<file path="src/hw/rtl/pdc_pkg.sv">
// shared types and constants of the pwm duty command console
`default_nettype none
package pdc_pkg;

  localparam int LINE_DEPTH_DEF = 128;
  localparam int MAX_RES        = 3;

  localparam logic [15:0] PERIOD_RST  = 16'd3721;
  localparam logic [15:0] TIMEOUT_RST = 16'd500;
  localparam logic [6:0]  DMIN_RST    = 7'd5;
  localparam logic [6:0]  DMAX_RST    = 7'd96;
  localparam logic [15:0] PULSE_RST   = 16'd1116;

  // floor(x/100) = (x*RECIP_100) >> RECIP_SHIFT for x below 2^23
  localparam logic [23:0] RECIP_100   = 24'd10737419;
  localparam int          RECIP_SHIFT = 30;

  localparam logic [31:0] CMD_WORD = "PSYN";

  localparam logic [7:0] CH_BS    = 8'h08;
  localparam logic [7:0] CH_DEL   = 8'h7F;
  localparam logic [7:0] CH_CR    = 8'h0D;
  localparam logic [7:0] CH_LF    = 8'h0A;
  localparam logic [7:0] CH_SPACE = 8'h20;
  localparam logic [7:0] CH_TAB   = 8'h09;
  localparam logic [7:0] CH_PLUS  = 8'h2B;
  localparam logic [7:0] CH_MINUS = 8'h2D;
  localparam logic [7:0] CH_ZERO  = 8'h30;
  localparam logic [7:0] CH_NINE  = 8'h39;
  localparam logic [7:0] CH_LA    = 8'h61;
  localparam logic [7:0] CH_LZ    = 8'h7A;
  localparam logic [7:0] CASE_OFS = 8'h20;

  typedef enum logic [3:0] {
    K_ECHO    = 4'd0,
    K_ERASE   = 4'd1,
    K_BELL    = 4'd2,
    K_PROMPT  = 4'd3,
    K_WELCOME = 4'd4,
    K_UNKNOWN = 4'd5,
    K_MISSING = 4'd6,
    K_INVALID = 4'd7,
    K_RANGE   = 4'd8,
    K_OK      = 4'd9,
    K_TOOLONG = 4'd10,
    K_EMPTY   = 4'd15
  } kind_e;

  typedef enum logic [1:0] {
    CFG_PERIOD  = 2'd0,
    CFG_TIMEOUT = 2'd1,
    CFG_DMIN    = 2'd2,
    CFG_DMAX    = 2'd3
  } cfg_idx_e;

  typedef enum logic [1:0] {
    PH_LEAD,
    PH_CMD,
    PH_GAP,
    PH_NUM
  } parse_ph_e;

  typedef enum logic [2:0] {
    ST_IDLE,
    ST_HANDLE,
    ST_SCAN,
    ST_MUL,
    ST_DIV,
    ST_FINISH,
    ST_EMIT
  } ctrl_state_e;

  typedef struct packed {
    logic accept;
    logic handle;
    logic scan;
    logic mul;
    logic div;
    logic finish;
    logic out_fire;
  } ctrl_cmd_t;

  typedef struct packed {
    logic need_parse;
    logic scan_done;
    logic res_empty;
    logic out_last;
  } dp_status_t;

  typedef struct packed {
    logic [MAX_RES-1:0][3:0] kind;
    logic [MAX_RES-1:0][7:0] chr;
    logic [MAX_RES-1:0][6:0] duty;
    logic [1:0]              cnt;
    logic                    ps;
  } res_buf_t;

endpackage
`default_nettype wire

</file>
<file path="src/hw/rtl/pdc_if.sv">
// input and result channel interfaces of the console
`default_nettype none
interface pdc_in_if;
  logic       valid;
  logic       ready;
  logic       op;
  logic [7:0] rx_byte;

  modport source (output valid, output op, output rx_byte, input ready);
  modport sink (input valid, input op, input rx_byte, output ready);
endinterface

interface pdc_out_if;
  logic        valid;
  logic        ready;
  logic [3:0]  kind;
  logic [7:0]  out_char;
  logic [6:0]  duty;
  logic [15:0] pulse;
  logic        led;
  logic        last;

  modport source (output valid, output kind, output out_char, output duty,
                  output pulse, output led, output last, input ready);
  modport sink (input valid, input kind, input out_char, input duty,
                input pulse, input led, input last, output ready);
endinterface
`default_nettype wire

</file>
<file path="src/hw/rtl/pwm_duty_command_console.sv">
// top level of the pwm duty command console
// Takes one item per transfer on in_ch_i (a serial byte, or a 10 ms tick when op is 1) and
// returns one to three message codes on out_ch_o, the final one flagged by last; an item
// with nothing to say returns no transfer at all. Items are handled one at a time: the
// block takes no new item until every result of the current one has been transferred.
// A tick or a byte other than Enter is handled and then hands out its results. Enter on a
// stored line of L characters walks the line memory through its single read port, one
// character a cycle, then multiplies, divides by 100 through a reciprocal and clamps, and
// then hands out its results. The line store needs no clearing after reset. Configuration
// (period, timeout, duty limits) is written through cfg_we_i / cfg_idx_i / cfg_data_i while
// the block is idle; the user must keep to this, the block itself does not enforce it.
`default_nettype none
module pwm_duty_command_console #(
  parameter int LINE_DEPTH = pdc_pkg::LINE_DEPTH_DEF
) (
  input  wire         clk_i,
  input  wire         rst_ni,
  pdc_in_if.sink      in_ch_i,
  pdc_out_if.source   out_ch_o,
  input  wire         cfg_we_i,
  input  wire  [1:0]  cfg_idx_i,
  input  wire  [15:0] cfg_data_i
);

  // command and status between the sequencer and the datapath
  pdc_pkg::ctrl_cmd_t  cmd;
  pdc_pkg::dp_status_t status;

  // sequencer: accepts an item, steps the scan and the pulse math, hands out results
  pdc_ctrl u_ctrl (
    .clk_i       (clk_i),
    .rst_ni      (rst_ni),
    .in_valid_i  (in_ch_i.valid),
    .in_ready_o  (in_ch_i.ready),
    .out_valid_o (out_ch_o.valid),
    .out_ready_i (out_ch_o.ready),
    .status_i    (status),
    .cmd_o       (cmd)
  );

  // datapath: line store, session and timeout state, parser, pulse width, result buffer
  pdc_dp #(
    .LINE_DEPTH (LINE_DEPTH)
  ) u_dp (
    .clk_i       (clk_i),
    .rst_ni      (rst_ni),
    .cmd_i       (cmd),
    .status_o    (status),
    .in_op_i     (in_ch_i.op),
    .in_byte_i   (in_ch_i.rx_byte),
    .cfg_we_i    (cfg_we_i),
    .cfg_idx_i   (cfg_idx_i),
    .cfg_data_i  (cfg_data_i),
    .out_kind_o  (out_ch_o.kind),
    .out_char_o  (out_ch_o.out_char),
    .out_duty_o  (out_ch_o.duty),
    .out_pulse_o (out_ch_o.pulse),
    .out_led_o   (out_ch_o.led),
    .out_last_o  (out_ch_o.last)
  );

endmodule
`default_nettype wire

</file>
<file path="src/hw/rtl/pdc_ctrl.sv">
// sequencing state machine of the console
`default_nettype none
module pdc_ctrl (
  input  wire                  clk_i,
  input  wire                  rst_ni,
  input  wire                  in_valid_i,
  output logic                 in_ready_o,
  output logic                 out_valid_o,
  input  wire                  out_ready_i,
  input  pdc_pkg::dp_status_t  status_i,
  output pdc_pkg::ctrl_cmd_t   cmd_o
);

  pdc_pkg::ctrl_state_e state_q, state_d;

  always_ff @(posedge clk_i or negedge rst_ni) begin
    if (!rst_ni) begin
      state_q <= pdc_pkg::ST_IDLE;
    end else begin
      state_q <= state_d;
    end
  end

  always_comb begin
    state_d     = state_q;
    cmd_o       = '0;
    in_ready_o  = 1'b0;
    out_valid_o = 1'b0;
    unique case (state_q)
      pdc_pkg::ST_IDLE: begin
        in_ready_o = 1'b1;
        if (in_valid_i) begin
          cmd_o.accept = 1'b1;
          state_d      = pdc_pkg::ST_HANDLE;
        end
      end
      pdc_pkg::ST_HANDLE: begin
        cmd_o.handle = 1'b1;
        if (status_i.need_parse) begin
          state_d = pdc_pkg::ST_SCAN;
        end else if (status_i.res_empty) begin
          state_d = pdc_pkg::ST_IDLE;
        end else begin
          state_d = pdc_pkg::ST_EMIT;
        end
      end
      pdc_pkg::ST_SCAN: begin
        cmd_o.scan = 1'b1;
        if (status_i.scan_done) begin
          state_d = pdc_pkg::ST_MUL;
        end
      end
      pdc_pkg::ST_MUL: begin
        cmd_o.mul = 1'b1;
        state_d   = pdc_pkg::ST_DIV;
      end
      pdc_pkg::ST_DIV: begin
        cmd_o.div = 1'b1;
        state_d   = pdc_pkg::ST_FINISH;
      end
      pdc_pkg::ST_FINISH: begin
        cmd_o.finish = 1'b1;
        state_d      = status_i.res_empty ? pdc_pkg::ST_IDLE : pdc_pkg::ST_EMIT;
      end
      pdc_pkg::ST_EMIT: begin
        out_valid_o = 1'b1;
        if (out_ready_i) begin
          cmd_o.out_fire = 1'b1;
          if (status_i.out_last) begin
            state_d = pdc_pkg::ST_IDLE;
          end
        end
      end
      default: begin
        state_d = pdc_pkg::ST_IDLE;
      end
    endcase
  end

endmodule
`default_nettype wire

</file>
<file path="src/hw/rtl/pdc_dp.sv">
// console datapath: line store, session state, parser, pulse math, result buffer
`default_nettype none
module pdc_dp #(
  parameter int LINE_DEPTH = pdc_pkg::LINE_DEPTH_DEF
) (
  input  wire                 clk_i,
  input  wire                 rst_ni,
  input  pdc_pkg::ctrl_cmd_t  cmd_i,
  output pdc_pkg::dp_status_t status_o,
  input  wire                 in_op_i,
  input  wire  [7:0]          in_byte_i,
  input  wire                 cfg_we_i,
  input  wire  [1:0]          cfg_idx_i,
  input  wire  [15:0]         cfg_data_i,
  output logic [3:0]          out_kind_o,
  output logic [7:0]          out_char_o,
  output logic [6:0]          out_duty_o,
  output logic [15:0]         out_pulse_o,
  output logic                out_led_o,
  output logic                out_last_o
);

  localparam int AW = $clog2(LINE_DEPTH);

  function automatic pdc_pkg::res_buf_t push(pdc_pkg::res_buf_t b, pdc_pkg::kind_e k,
                                             logic [7:0] ch, logic [6:0] d);
    pdc_pkg::res_buf_t r;
    r = b;
    if (b.cnt < 2'(pdc_pkg::MAX_RES)) begin
      r.kind[b.cnt] = k;
      r.chr[b.cnt]  = ch;
      r.duty[b.cnt] = d;
      r.cnt         = b.cnt + 2'd1;
    end
    r.ps = (k == pdc_pkg::K_PROMPT) || (k == pdc_pkg::K_BELL);
    return r;
  endfunction

  function automatic pdc_pkg::res_buf_t prompt_once(pdc_pkg::res_buf_t b);
    pdc_pkg::res_buf_t r;
    r = b;
    if (!b.ps) begin
      r = push(b, pdc_pkg::K_PROMPT, 8'd0, 7'd0);
    end
    return r;
  endfunction

  function automatic logic is_sep(logic [7:0] c);
    return (c == pdc_pkg::CH_SPACE) || (c == pdc_pkg::CH_TAB);
  endfunction

  function automatic logic is_dig(logic [7:0] c);
    return (c >= pdc_pkg::CH_ZERO) && (c <= pdc_pkg::CH_NINE);
  endfunction

  // configuration
  logic [15:0] period_q, timeout_q;
  logic [6:0]  dmin_q, dmax_q;

  always_ff @(posedge clk_i or negedge rst_ni) begin
    if (!rst_ni) begin
      period_q  <= pdc_pkg::PERIOD_RST;
      timeout_q <= pdc_pkg::TIMEOUT_RST;
      dmin_q    <= pdc_pkg::DMIN_RST;
      dmax_q    <= pdc_pkg::DMAX_RST;
    end else if (cfg_we_i) begin
      unique case (pdc_pkg::cfg_idx_e'(cfg_idx_i))
        pdc_pkg::CFG_PERIOD:  period_q  <= cfg_data_i;
        pdc_pkg::CFG_TIMEOUT: timeout_q <= cfg_data_i;
        pdc_pkg::CFG_DMIN:    dmin_q    <= cfg_data_i[6:0];
        pdc_pkg::CFG_DMAX:    dmax_q    <= cfg_data_i[6:0];
        default: ;
      endcase
    end
  end

  // captured item
  logic       op_q;
  logic [7:0] byte_q;

  always_ff @(posedge clk_i) begin
    if (cmd_i.accept) begin
      op_q   <= in_op_i;
      byte_q <= in_byte_i;
    end
  end

  // session state
  logic [AW-1:0] len_q, len_d;
  logic          ps_q, ps_d;
  logic          active_q, active_d;
  logic          owed_q, owed_d;
  logic          seen_q, seen_d;
  logic          led_q, led_d;
  logic [31:0]   tick_q, tick_d;
  logic [31:0]   lastrx_q, lastrx_d;
  logic [15:0]   pulse_q, pulse_d;

  pdc_pkg::res_buf_t buf_q, buf_d, b;
  logic [1:0]        oidx_q, oidx_d;

  // line memory
  logic [7:0]    mem [LINE_DEPTH];
  logic          mem_we;
  logic [AW-1:0] mem_waddr;
  logic [7:0]    mem_wdata;
  logic [AW-1:0] scan_q, scan_d;
  logic [7:0]    rd_q;

  always_ff @(posedge clk_i) begin
    if (mem_we) begin
      mem[mem_waddr] <= mem_wdata;
    end
    rd_q <= mem[scan_d];
  end

  // parser state
  pdc_pkg::parse_ph_e ph_q, ph_d;
  logic [2:0]  clen_q, clen_d;
  logic        cmatch_q, cmatch_d;
  logic        neg_q, neg_d;
  logic        hasdig_q, hasdig_d;
  logic [9:0]  mag_q, mag_d;
  logic [13:0] mag_acc;
  logic        term;
  pdc_pkg::kind_e term_kind, end_kind, eval_kind, rkind_q, rkind_d;
  logic [6:0]  rduty_q, rduty_d;
  logic        need_parse;
  logic [7:0]  uc;
  logic [7:0]  cmd_ch;

  // pulse math
  logic [15:0] per_eff;
  logic [22:0] prod_q;
  logic [46:0] recip_prod;
  logic [16:0] quo_q;
  logic [15:0] clamp_v;

  assign per_eff = (period_q == 16'd0) ? 16'd1 : period_q;
  assign recip_prod = 47'(prod_q) * 47'(pdc_pkg::RECIP_100);

  always_ff @(posedge clk_i) begin
    if (cmd_i.mul) begin
      prod_q <= 23'(per_eff) * 23'(rduty_q);
    end
    if (cmd_i.div) begin
      quo_q <= recip_prod[pdc_pkg::RECIP_SHIFT +: 17];
    end
  end

  always_comb begin
    if (quo_q >= {1'b0, per_eff}) begin
      clamp_v = per_eff - 16'd1;
    end else begin
      clamp_v = quo_q[15:0];
    end
    if (clamp_v == 16'd0) begin
      clamp_v = 16'd1;
    end
  end

  // parser step on one stored character
  always_comb begin
    ph_d      = ph_q;
    clen_d    = clen_q;
    cmatch_d  = cmatch_q;
    neg_d     = neg_q;
    hasdig_d  = hasdig_q;
    mag_d     = mag_q;
    term      = 1'b0;
    term_kind = pdc_pkg::K_INVALID;
    mag_acc   = 14'(mag_q) * 14'd10 + 14'(rd_q - pdc_pkg::CH_ZERO);
    cmd_ch    = pdc_pkg::CMD_WORD[8*(3-clen_q[1:0]) +: 8];
    eval_kind = pdc_pkg::K_OK;
    end_kind  = pdc_pkg::K_EMPTY;
    case (ph_q)
      pdc_pkg::PH_LEAD: begin
        if (!is_sep(rd_q)) begin
          ph_d     = pdc_pkg::PH_CMD;
          clen_d   = 3'd1;
          cmatch_d = (rd_q == pdc_pkg::CMD_WORD[31:24]);
        end
      end
      pdc_pkg::PH_CMD: begin
        if (is_sep(rd_q)) begin
          if (clen_q == 3'd4 && cmatch_q) begin
            ph_d = pdc_pkg::PH_GAP;
          end else begin
            term      = 1'b1;
            term_kind = pdc_pkg::K_UNKNOWN;
          end
        end else begin
          cmatch_d = cmatch_q && (clen_q < 3'd4) && (rd_q == cmd_ch);
          clen_d   = (clen_q < 3'd5) ? clen_q + 3'd1 : clen_q;
        end
      end
      pdc_pkg::PH_GAP: begin
        if (rd_q == pdc_pkg::CH_PLUS || rd_q == pdc_pkg::CH_MINUS) begin
          ph_d  = pdc_pkg::PH_NUM;
          neg_d = (rd_q == pdc_pkg::CH_MINUS);
        end else if (is_dig(rd_q)) begin
          ph_d     = pdc_pkg::PH_NUM;
          mag_d    = 10'(rd_q - pdc_pkg::CH_ZERO);
          hasdig_d = 1'b1;
        end else if (!is_sep(rd_q)) begin
          term = 1'b1;
        end
      end
      pdc_pkg::PH_NUM: begin
        if (is_dig(rd_q)) begin
          mag_d    = (mag_acc > 14'd1000) ? 10'd1000 : mag_acc[9:0];
          hasdig_d = 1'b1;
        end else begin
          term = 1'b1;
        end
      end
      default: ;
    endcase
    // range check on the number as it stands after this character
    if ((neg_d && mag_d != 10'd0) || mag_d < 10'(dmin_q) || mag_d > 10'(dmax_q)) begin
      eval_kind = pdc_pkg::K_RANGE;
    end
    if (term && ph_q == pdc_pkg::PH_NUM && is_sep(rd_q) && hasdig_q) begin
      term_kind = eval_kind;
    end
    case (ph_d)
      pdc_pkg::PH_LEAD: end_kind = pdc_pkg::K_EMPTY;
      pdc_pkg::PH_CMD: begin
        end_kind = (clen_d == 3'd4 && cmatch_d) ? pdc_pkg::K_MISSING : pdc_pkg::K_UNKNOWN;
      end
      pdc_pkg::PH_GAP: end_kind = pdc_pkg::K_MISSING;
      pdc_pkg::PH_NUM: end_kind = hasdig_d ? eval_kind : pdc_pkg::K_INVALID;
      default: end_kind = pdc_pkg::K_EMPTY;
    endcase
  end

  // item handling and result collection
  always_comb begin
    len_d     = len_q;
    ps_d      = ps_q;
    active_d  = active_q;
    owed_d    = owed_q;
    seen_d    = seen_q;
    led_d     = led_q;
    tick_d    = tick_q;
    lastrx_d  = lastrx_q;
    pulse_d   = pulse_q;
    buf_d     = buf_q;
    oidx_d    = oidx_q;
    scan_d    = scan_q;
    rkind_d   = rkind_q;
    rduty_d   = rduty_q;
    mem_we    = 1'b0;
    mem_waddr = len_q;
    need_parse = 1'b0;
    b         = buf_q;
    b.ps      = ps_q;
    uc        = ((byte_q >= pdc_pkg::CH_LA) && (byte_q <= pdc_pkg::CH_LZ)) ?
                byte_q - pdc_pkg::CASE_OFS : byte_q;
    mem_wdata = uc;

    if (cmd_i.handle) begin
      b.cnt  = 2'd0;
      scan_d = '0;
      if (owed_q) begin
        owed_d = 1'b0;
        b = push(b, pdc_pkg::K_WELCOME, 8'd0, 7'd0);
        b = push(b, pdc_pkg::K_PROMPT, 8'd0, 7'd0);
      end
      if (!op_q) begin
        lastrx_d = tick_q;
        seen_d   = 1'b1;
        led_d    = !led_q;
        if (!active_q) begin
          active_d = 1'b1;
          len_d    = '0;
          b = push(b, pdc_pkg::K_WELCOME, 8'd0, 7'd0);
          b = push(b, pdc_pkg::K_PROMPT, 8'd0, 7'd0);
        end
        if (byte_q == pdc_pkg::CH_BS || byte_q == pdc_pkg::CH_DEL) begin
          if (len_d != '0) begin
            len_d = len_d - 1'b1;
            b = push(b, pdc_pkg::K_ERASE, 8'd0, 7'd0);
          end else begin
            b = push(b, pdc_pkg::K_BELL, 8'd0, 7'd0);
          end
        end else if (byte_q == pdc_pkg::CH_CR || byte_q == pdc_pkg::CH_LF) begin
          if (len_d != '0) begin
            need_parse = 1'b1;
          end else begin
            b = prompt_once(b);
          end
        end else if (byte_q >= pdc_pkg::CH_SPACE) begin
          b = push(b, pdc_pkg::K_ECHO, uc, 7'd0);
          if ((AW+1)'(len_d) + 1'b1 < (AW+1)'(LINE_DEPTH)) begin
            mem_we    = 1'b1;
            mem_waddr = len_d;
            len_d     = len_d + 1'b1;
          end else begin
            b = push(b, pdc_pkg::K_TOOLONG, 8'd0, 7'd0);
            b = prompt_once(b);
            len_d = '0;
          end
        end
      end else begin
        if (active_q && seen_q && (tick_q - lastrx_q) >= {16'd0, timeout_q}) begin
          active_d = 1'b0;
        end
        tick_d = tick_q + 32'd1;
      end
      buf_d  = b;
      ps_d   = b.ps;
      oidx_d = 2'd0;
    end

    if (cmd_i.scan) begin
      scan_d = scan_q + 1'b1;
      if (status_o.scan_done) begin
        rkind_d = term ? term_kind : end_kind;
        rduty_d = mag_d[6:0];
      end
    end

    if (cmd_i.finish) begin
      if (rkind_q == pdc_pkg::K_EMPTY) begin
        b = prompt_once(b);
      end else if (rkind_q == pdc_pkg::K_OK) begin
        pulse_d = clamp_v;
        b = push(b, pdc_pkg::K_OK, 8'd0, rduty_q);
      end else begin
        b = push(b, rkind_q, 8'd0, 7'd0);
      end
      len_d = '0;
      buf_d = b;
      ps_d  = b.ps;
    end

    if (cmd_i.out_fire) begin
      oidx_d = oidx_q + 2'd1;
    end
  end

  always_ff @(posedge clk_i or negedge rst_ni) begin
    if (!rst_ni) begin
      len_q    <= '0;
      ps_q     <= 1'b0;
      active_q <= 1'b1;
      owed_q   <= 1'b1;
      seen_q   <= 1'b0;
      led_q    <= 1'b0;
      tick_q   <= '0;
      lastrx_q <= '0;
      pulse_q  <= pdc_pkg::PULSE_RST;
      buf_q    <= '0;
      oidx_q   <= '0;
    end else begin
      len_q    <= len_d;
      ps_q     <= ps_d;
      active_q <= active_d;
      owed_q   <= owed_d;
      seen_q   <= seen_d;
      led_q    <= led_d;
      tick_q   <= tick_d;
      lastrx_q <= lastrx_d;
      pulse_q  <= pulse_d;
      buf_q    <= buf_d;
      oidx_q   <= oidx_d;
    end
  end

  always_ff @(posedge clk_i) begin
    scan_q  <= scan_d;
    rkind_q <= rkind_d;
    rduty_q <= rduty_d;
    if (cmd_i.handle) begin
      ph_q     <= pdc_pkg::PH_LEAD;
      clen_q   <= '0;
      cmatch_q <= 1'b0;
      neg_q    <= 1'b0;
      hasdig_q <= 1'b0;
      mag_q    <= '0;
    end else if (cmd_i.scan) begin
      ph_q     <= ph_d;
      clen_q   <= clen_d;
      cmatch_q <= cmatch_d;
      neg_q    <= neg_d;
      hasdig_q <= hasdig_d;
      mag_q    <= mag_d;
    end
  end

  assign status_o.need_parse = need_parse;
  assign status_o.scan_done  = term || (scan_q == len_q - 1'b1);
  assign status_o.res_empty  = (buf_d.cnt == 2'd0);
  assign status_o.out_last   = (oidx_q == buf_q.cnt - 2'd1);

  assign out_kind_o  = buf_q.kind[oidx_q];
  assign out_char_o  = buf_q.chr[oidx_q];
  assign out_duty_o  = buf_q.duty[oidx_q];
  assign out_pulse_o = pulse_q;
  assign out_led_o   = led_q;
  assign out_last_o  = status_o.out_last;

endmodule
`default_nettype wire

</file>
<file path="src/flat_wrapper.sv">
// flat-port wrapper written by rule: the top's interface ports become plain ports
module pwm_duty_command_console_flat 
#(
  parameter int LINE_DEPTH = pdc_pkg::LINE_DEPTH_DEF
)
  (clk_i, rst_ni, cfg_we_i, cfg_idx_i, cfg_data_i, in_ch_i_valid, in_ch_i_op, in_ch_i_rx_byte, in_ch_i_ready, out_ch_o_valid, out_ch_o_kind, out_ch_o_out_char, out_ch_o_duty, out_ch_o_pulse, out_ch_o_led, out_ch_o_last, out_ch_o_ready);
  pdc_in_if in_ch_i_i ();
  pdc_out_if out_ch_o_i ();
  input  wire clk_i;
  input  wire rst_ni;
  input  wire cfg_we_i;
  input  wire  [1:0] cfg_idx_i;
  input  wire  [15:0] cfg_data_i;
  input wire logic [$bits(in_ch_i_i.valid)-1:0] in_ch_i_valid;
  input wire logic [$bits(in_ch_i_i.op)-1:0] in_ch_i_op;
  input wire logic [$bits(in_ch_i_i.rx_byte)-1:0] in_ch_i_rx_byte;
  output wire logic [$bits(in_ch_i_i.ready)-1:0] in_ch_i_ready;
  output wire logic [$bits(out_ch_o_i.valid)-1:0] out_ch_o_valid;
  output wire logic [$bits(out_ch_o_i.kind)-1:0] out_ch_o_kind;
  output wire logic [$bits(out_ch_o_i.out_char)-1:0] out_ch_o_out_char;
  output wire logic [$bits(out_ch_o_i.duty)-1:0] out_ch_o_duty;
  output wire logic [$bits(out_ch_o_i.pulse)-1:0] out_ch_o_pulse;
  output wire logic [$bits(out_ch_o_i.led)-1:0] out_ch_o_led;
  output wire logic [$bits(out_ch_o_i.last)-1:0] out_ch_o_last;
  input wire logic [$bits(out_ch_o_i.ready)-1:0] out_ch_o_ready;
  assign in_ch_i_i.valid = in_ch_i_valid;
  assign in_ch_i_i.op = in_ch_i_op;
  assign in_ch_i_i.rx_byte = in_ch_i_rx_byte;
  assign in_ch_i_ready = in_ch_i_i.ready;
  assign out_ch_o_valid = out_ch_o_i.valid;
  assign out_ch_o_kind = out_ch_o_i.kind;
  assign out_ch_o_out_char = out_ch_o_i.out_char;
  assign out_ch_o_duty = out_ch_o_i.duty;
  assign out_ch_o_pulse = out_ch_o_i.pulse;
  assign out_ch_o_led = out_ch_o_i.led;
  assign out_ch_o_last = out_ch_o_i.last;
  assign out_ch_o_i.ready = out_ch_o_ready;
  pwm_duty_command_console #(.LINE_DEPTH(LINE_DEPTH)) u_core (.clk_i(clk_i), .rst_ni(rst_ni), .in_ch_i(in_ch_i_i), .out_ch_o(out_ch_o_i), .cfg_we_i(cfg_we_i), .cfg_idx_i(cfg_idx_i), .cfg_data_i(cfg_data_i));
endmodule
</file>
<file path="config.mk">
export PLATFORM = sky130hd
export DESIGN_NAME = pwm_duty_command_console_flat
export DESIGN_NICKNAME = d
export VERILOG_FILES = /design/src/hw/rtl/pdc_pkg.sv /design/src/hw/rtl/pdc_if.sv /design/src/hw/rtl/pwm_duty_command_console.sv /design/src/hw/rtl/pdc_ctrl.sv /design/src/hw/rtl/pdc_dp.sv /design/src/flat_wrapper.sv
export SDC_FILE = /design/constraint.sdc
export NUM_CORES = 2
export LEC_CHECK = 0
export ABC_AREA = 0
export BUFFER_PORTS_ARGS = -buffer_cell sky130_fd_sc_hd__clkbuf_2
export CAP_MARGIN = 20
export CORE_MARGIN = 2
export CORE_UTILIZATION = 60
export CTS_BUF_LIST = sky130_fd_sc_hd__clkbuf_4
export DETAILED_ROUTE_END_ITERATION = 10
export MAX_ROUTING_LAYER = met4
export PLACE_DENSITY = 0.76
export SETUP_SLACK_MARGIN = 0.3
export SLEW_MARGIN = 10
export SYNTH_ARGS = -nofsm -noshare
export SYNTH_HDL_FRONTEND = slang
export SYNTH_SLANG_ARGS = --single-unit
</file>
<file path="constraint.sdc">
create_clock -name clk_i -period 9.31 [get_ports clk_i]
set_clock_uncertainty 0.15 [all_clocks]
set_input_delay 0.4655 -clock clk_i [delete_from_list [all_inputs] [get_ports clk_i]]
set_output_delay 0.4655 -clock clk_i [all_outputs]
set_load 0.005 [all_outputs]
</file>
==> flow_summary.yaml <==
status:
  outcome: "completed"
global_route:
  vias_in_the_first_global_route: 45780
  grt-ovfl-total: 0
  grt_usage: 0.2981
  antenna_violations_before_repair: 9
  grt_start_max_net_pins: 132
  grt_pass1_wl_um: 264500
logic_synthesis:
  synth_area_um2: 70060
  async_set_or_reset_register_ratio_after_synthesis: 0.1531
  synth.mux.area_fraction: 0.09334
  synth-edff-count: 1084
  synth-simple-area-share: 0.08362
  synth_seq_area_share: 0.5466
  synth_ff_type: "edfxtp_1"
  syn-instance-count: 5246
  synthesis.area_per_instance_um2: 13.35
  number_of_distinct_library_cell_variants_in_the_gate_level_netlist_after_synthesis: 100
  ys.warnings.count: 0
  synth-seq-cells: 1319
  synth-xor-area-share: 0.01613
  synth_area_in_adders: 0.1486
  synth_compound_gate_area_share: 0.07110
  synth_top_family_by_area: "adder cells"
finish:
  final_cell_mix: "1,084 x edfxtp_1, 494 x inv_1, 484 x clkbuf_4"
  filler_cell_count: 8262
  flow.area_growth_from_synthesis_pct: 10.16
  post_route_cells_drive_above_1_share: 0.1742
  most_common_library_cell_in_the_layout_ignoring_fill_and_taps: "edfxtp_1"
  final_nets: 6298
sta:
  layout_setup_ws_ps: 1785
  timing.setup.tns_ps: 0
  slew_headroom: 0.2512
  finalCritPeriodShare: 0.8083
  fmax_ghz: 0.1329
  max_slew_violation_total_from_the_final_report: 0
  tightest_slew_ps: 1123
  period_needed_ps: 7525
  timing.final.setup_violations: 0
  setup_repair_after_global_routing_missed_its_margin: "no"
  final_hold_violations: 0
  hold-worst-slack_ps: 280.9
floorplanning:
  io_pins: 71
  die_height_um: 345.7
  start_util: 0.6037
  core_area_um2: 116000
  dieArea_um2: 119500
  die_width_um: 345.7
  floorplan.rows: 125
placed_design:
  pre_cts_slack_ps: 1783
  io_buffers: 70
  place_hpwl_um: 113800
  globalplace.congestion: 0.9601
worst_setup_path:
  worstPathCellList: "fa_1, inv_1, fa_1, inv_1, fa_1, fa_1, inv_1, fa_1, fa_1, fa_1, inv_1, ha_1, nand2_1, a21oi_1, nor2_1, nand4_1, o211ai_1, a32oi_1, a41o_1, o41a_1, a21o_1, o41ai_1, xnor2_1"
  cp_data_required_time_ps: 10110
  r2r-end: "u_core.u_dp.quo_q[16]"
  worstPathMaxFanout: 7
  arrival_ps: 8330
  ff2ff_setup_slack_ps: 1780
  setup.worst_path.class: "reg -> reg"
  critical_path_s_largest_stage_delay_ps: 650
  slowest_stage: "fa_1"
  startpoint_type: "register"
  cp-end-kind: "register"
  crit_top_cell: "fa_1"
  timing.rr.start: "u_core.u_dp.prod_q[5]"
  r2r.worst_path.cells: 23
routing:
  routed_via_density: 6.111
  route.detailed.wl_per_inst_um: 23.14
  remaining_drc_errors: 0
  drt_first_iter_violations: 4279
  routed-via-count: 45050
  routed_wirelength_um: 170600
  detail-route-antenna-nets: 0
  detailed_routing_iterations_pass_1: 6
cts:
  maximum_number_of_buffers_from_clock_root_to_sink: 4
  ctsHtreeMaxLevel: 5
  postCtsSetupRepairBufs: 0
  clkLatencyLatePin_ps: 1290
  cts_root_buf: "clkbuf_4"
  cts_made_buffers: 348
  tritoncts: "done"
  clock_pin_slew_on_the_worst_setup_and_hold_paths_ps: 80
  clkSinkCount: 1319
flow_run:
  cap_violations: 0
worst_hold_path:
  type_of_the_tightest_min_delay_check: "in -> async"
==> worst max path at each step <==
stage,start,endpoint,slack (ps),depth (start not counted)
after CTS,u_core.u_dp.prod_q[5],u_core.u_dp.quo_q[16],1790,23
after global placement,u_core.u_dp.prod_q[5],u_core.u_dp.quo_q[16],1950,23
after global routing,u_core.u_dp.prod_q[3],u_core.u_dp.quo_q[16],1480,23
after detailed placement,u_core.u_dp.prod_q[5],u_core.u_dp.quo_q[16],1780,23
after floorplan,u_core.u_dp.prod_q[6],u_core.u_dp.quo_q[16],2580,23
final,u_core.u_dp.prod_q[5],u_core.u_dp.quo_q[16],1780,23
==> metrics by stage <==
step                      std cells  area [µm²]    util
after global placement         6684       71970  0.6202
after detailed placement       6687       72030  0.6207
final                          7372       77170  0.6650
after floorplan                5253       70080       -
after CTS                      7351       77040  0.6638
after global routing           7372       77170  0.6650
==> critical path: cells and delay by family, from the launching register on <==
kind                       cells  cell delay, ps
adders and majority gates      8            3840
and+or+nand+nor                3             350
DFF                            1             550
xor gates and xnor gates       1             150
buffers and inverters          4             220
AOI/OAI and AO/OA              7            2020
==> synth_stat cells, types with 13 or more instances <==
master / number / area (µm²)
a211oi_1: 38 / 285.3
a21o_1: 45 / 337.8
a21oi_1: 143 / 715.7
a22o_1: 22 / 192.7
a31oi_1: 42 / 262.8
and2_1: 70 / 437.9
and3_1: 27 / 168.9
buf_2: 48 / 240.2
clkbuf_1: 146 / 548.0
dfrtp_1: 179 / 4479
dfstp_2: 23 / 604.3
dfxtp_1: 33 / 660.6
edfxtp_1: 1084 / 32550
fa_1: 268 / 5365
ha_1: 403 / 5042
inv_1: 496 / 1862
mux2_2: 34 / 382.9
mux2i_1: 39 / 390.4
mux4_2: 256 / 5766
nand2_1: 483 / 1813
nand2b_1: 18 / 112.6
nand3_1: 123 / 615.6
nand4_1: 27 / 168.9
nor2_1: 399 / 1498
nor2b_1: 28 / 175.2
nor3_1: 55 / 275.3
o211ai_1: 53 / 397.9
o21a_1: 19 / 142.6
o21ai_0: 229 / 1146
o21bai_1: 13 / 97.59
o22ai_1: 20 / 125.1
o2bb2ai_1: 16 / 140.1
or3_1: 16 / 100.1
xnor2_1: 86 / 753.2
xor2_1: 43 / 376.6
==> registers in the layout (all words and copies together), names as in the netlist, 2 cells and up <==
| register | flops |
|---|---|
| u_core.u_dp.rd_q | 8 |
| u_core.u_dp.buf_q | 59 |
| u_core.u_dp.mag_q | 10 |
| u_core.u_dp.scan_q | 7 |
| u_core.u_dp.byte_q | 8 |
| u_core.u_dp.ph_q | 2 |
| u_core.u_dp.lastrx_q | 32 |
| u_core.u_dp.out_pulse_o | 16 |
| u_core.u_dp.len_q | 7 |
| u_core.u_ctrl.state_q | 3 |
| u_core.u_dp.prod_q | 23 |
| u_core.u_dp.rduty_q | 7 |
| u_core.u_dp.mem | 1024 |
| u_core.u_dp.dmin_q | 7 |
| u_core.u_dp.clen_q | 3 |
| u_core.u_dp.oidx_q | 2 |
| u_core.u_dp.rkind_q | 4 |
| u_core.u_dp.tick_q | 32 |
| u_core.u_dp.timeout_q | 16 |
| u_core.u_dp.quo_q | 17 |
| u_core.u_dp.period_q | 16 |
| u_core.u_dp.dmax_q | 7 |
==> layer usage <==
metal / share of wire / global-route usage
met3: 0.086 / 0.05454
met4: 0.037 / 0.1135
met2: 0.48 / 0.4614
met1: 0.40 / 0.3976
met5: 0 / -
==> cell type report <==
cell class | count | area (µm²) | share of cell area
Sequential cell | 1319 | 38300 | 0.4962
Multi-Input combinational cell | 3212 | 29030 | 0.3762
Clock buffer | 484 | 3633 | 0.04708
Tap cell | 1524 | 1907 | 0.02471
Inverter | 501 | 1891 | 0.02450
Timing Repair Buffer | 213 | 1782 | 0.02309
Clock inverter | 104 | 591.8 | 0.007669
Antenna cell | 15 | 37.54 | 0.0004864
==> repair_timing <==
item	CTS	global route
hold endpoints to repair	263	0
hold buffers	76	0
resized for setup	0	0
==> logic make-up (layout without fill, tap and decap cells) <==
family,Yosys count,count (layout)
AOI/OAI and AO/OA,768,768
muxes,329,329
xor gates and xnor gates,129,129
other,1,23
buffers and inverters,722,1302
and+or+nand+nor,1307,1307
DFF,1319,1319
adders and majority gates,671,671
Power is not shown: default switching activity piles up to over one toggle a cycle in this logic, so the estimate is an artifact.
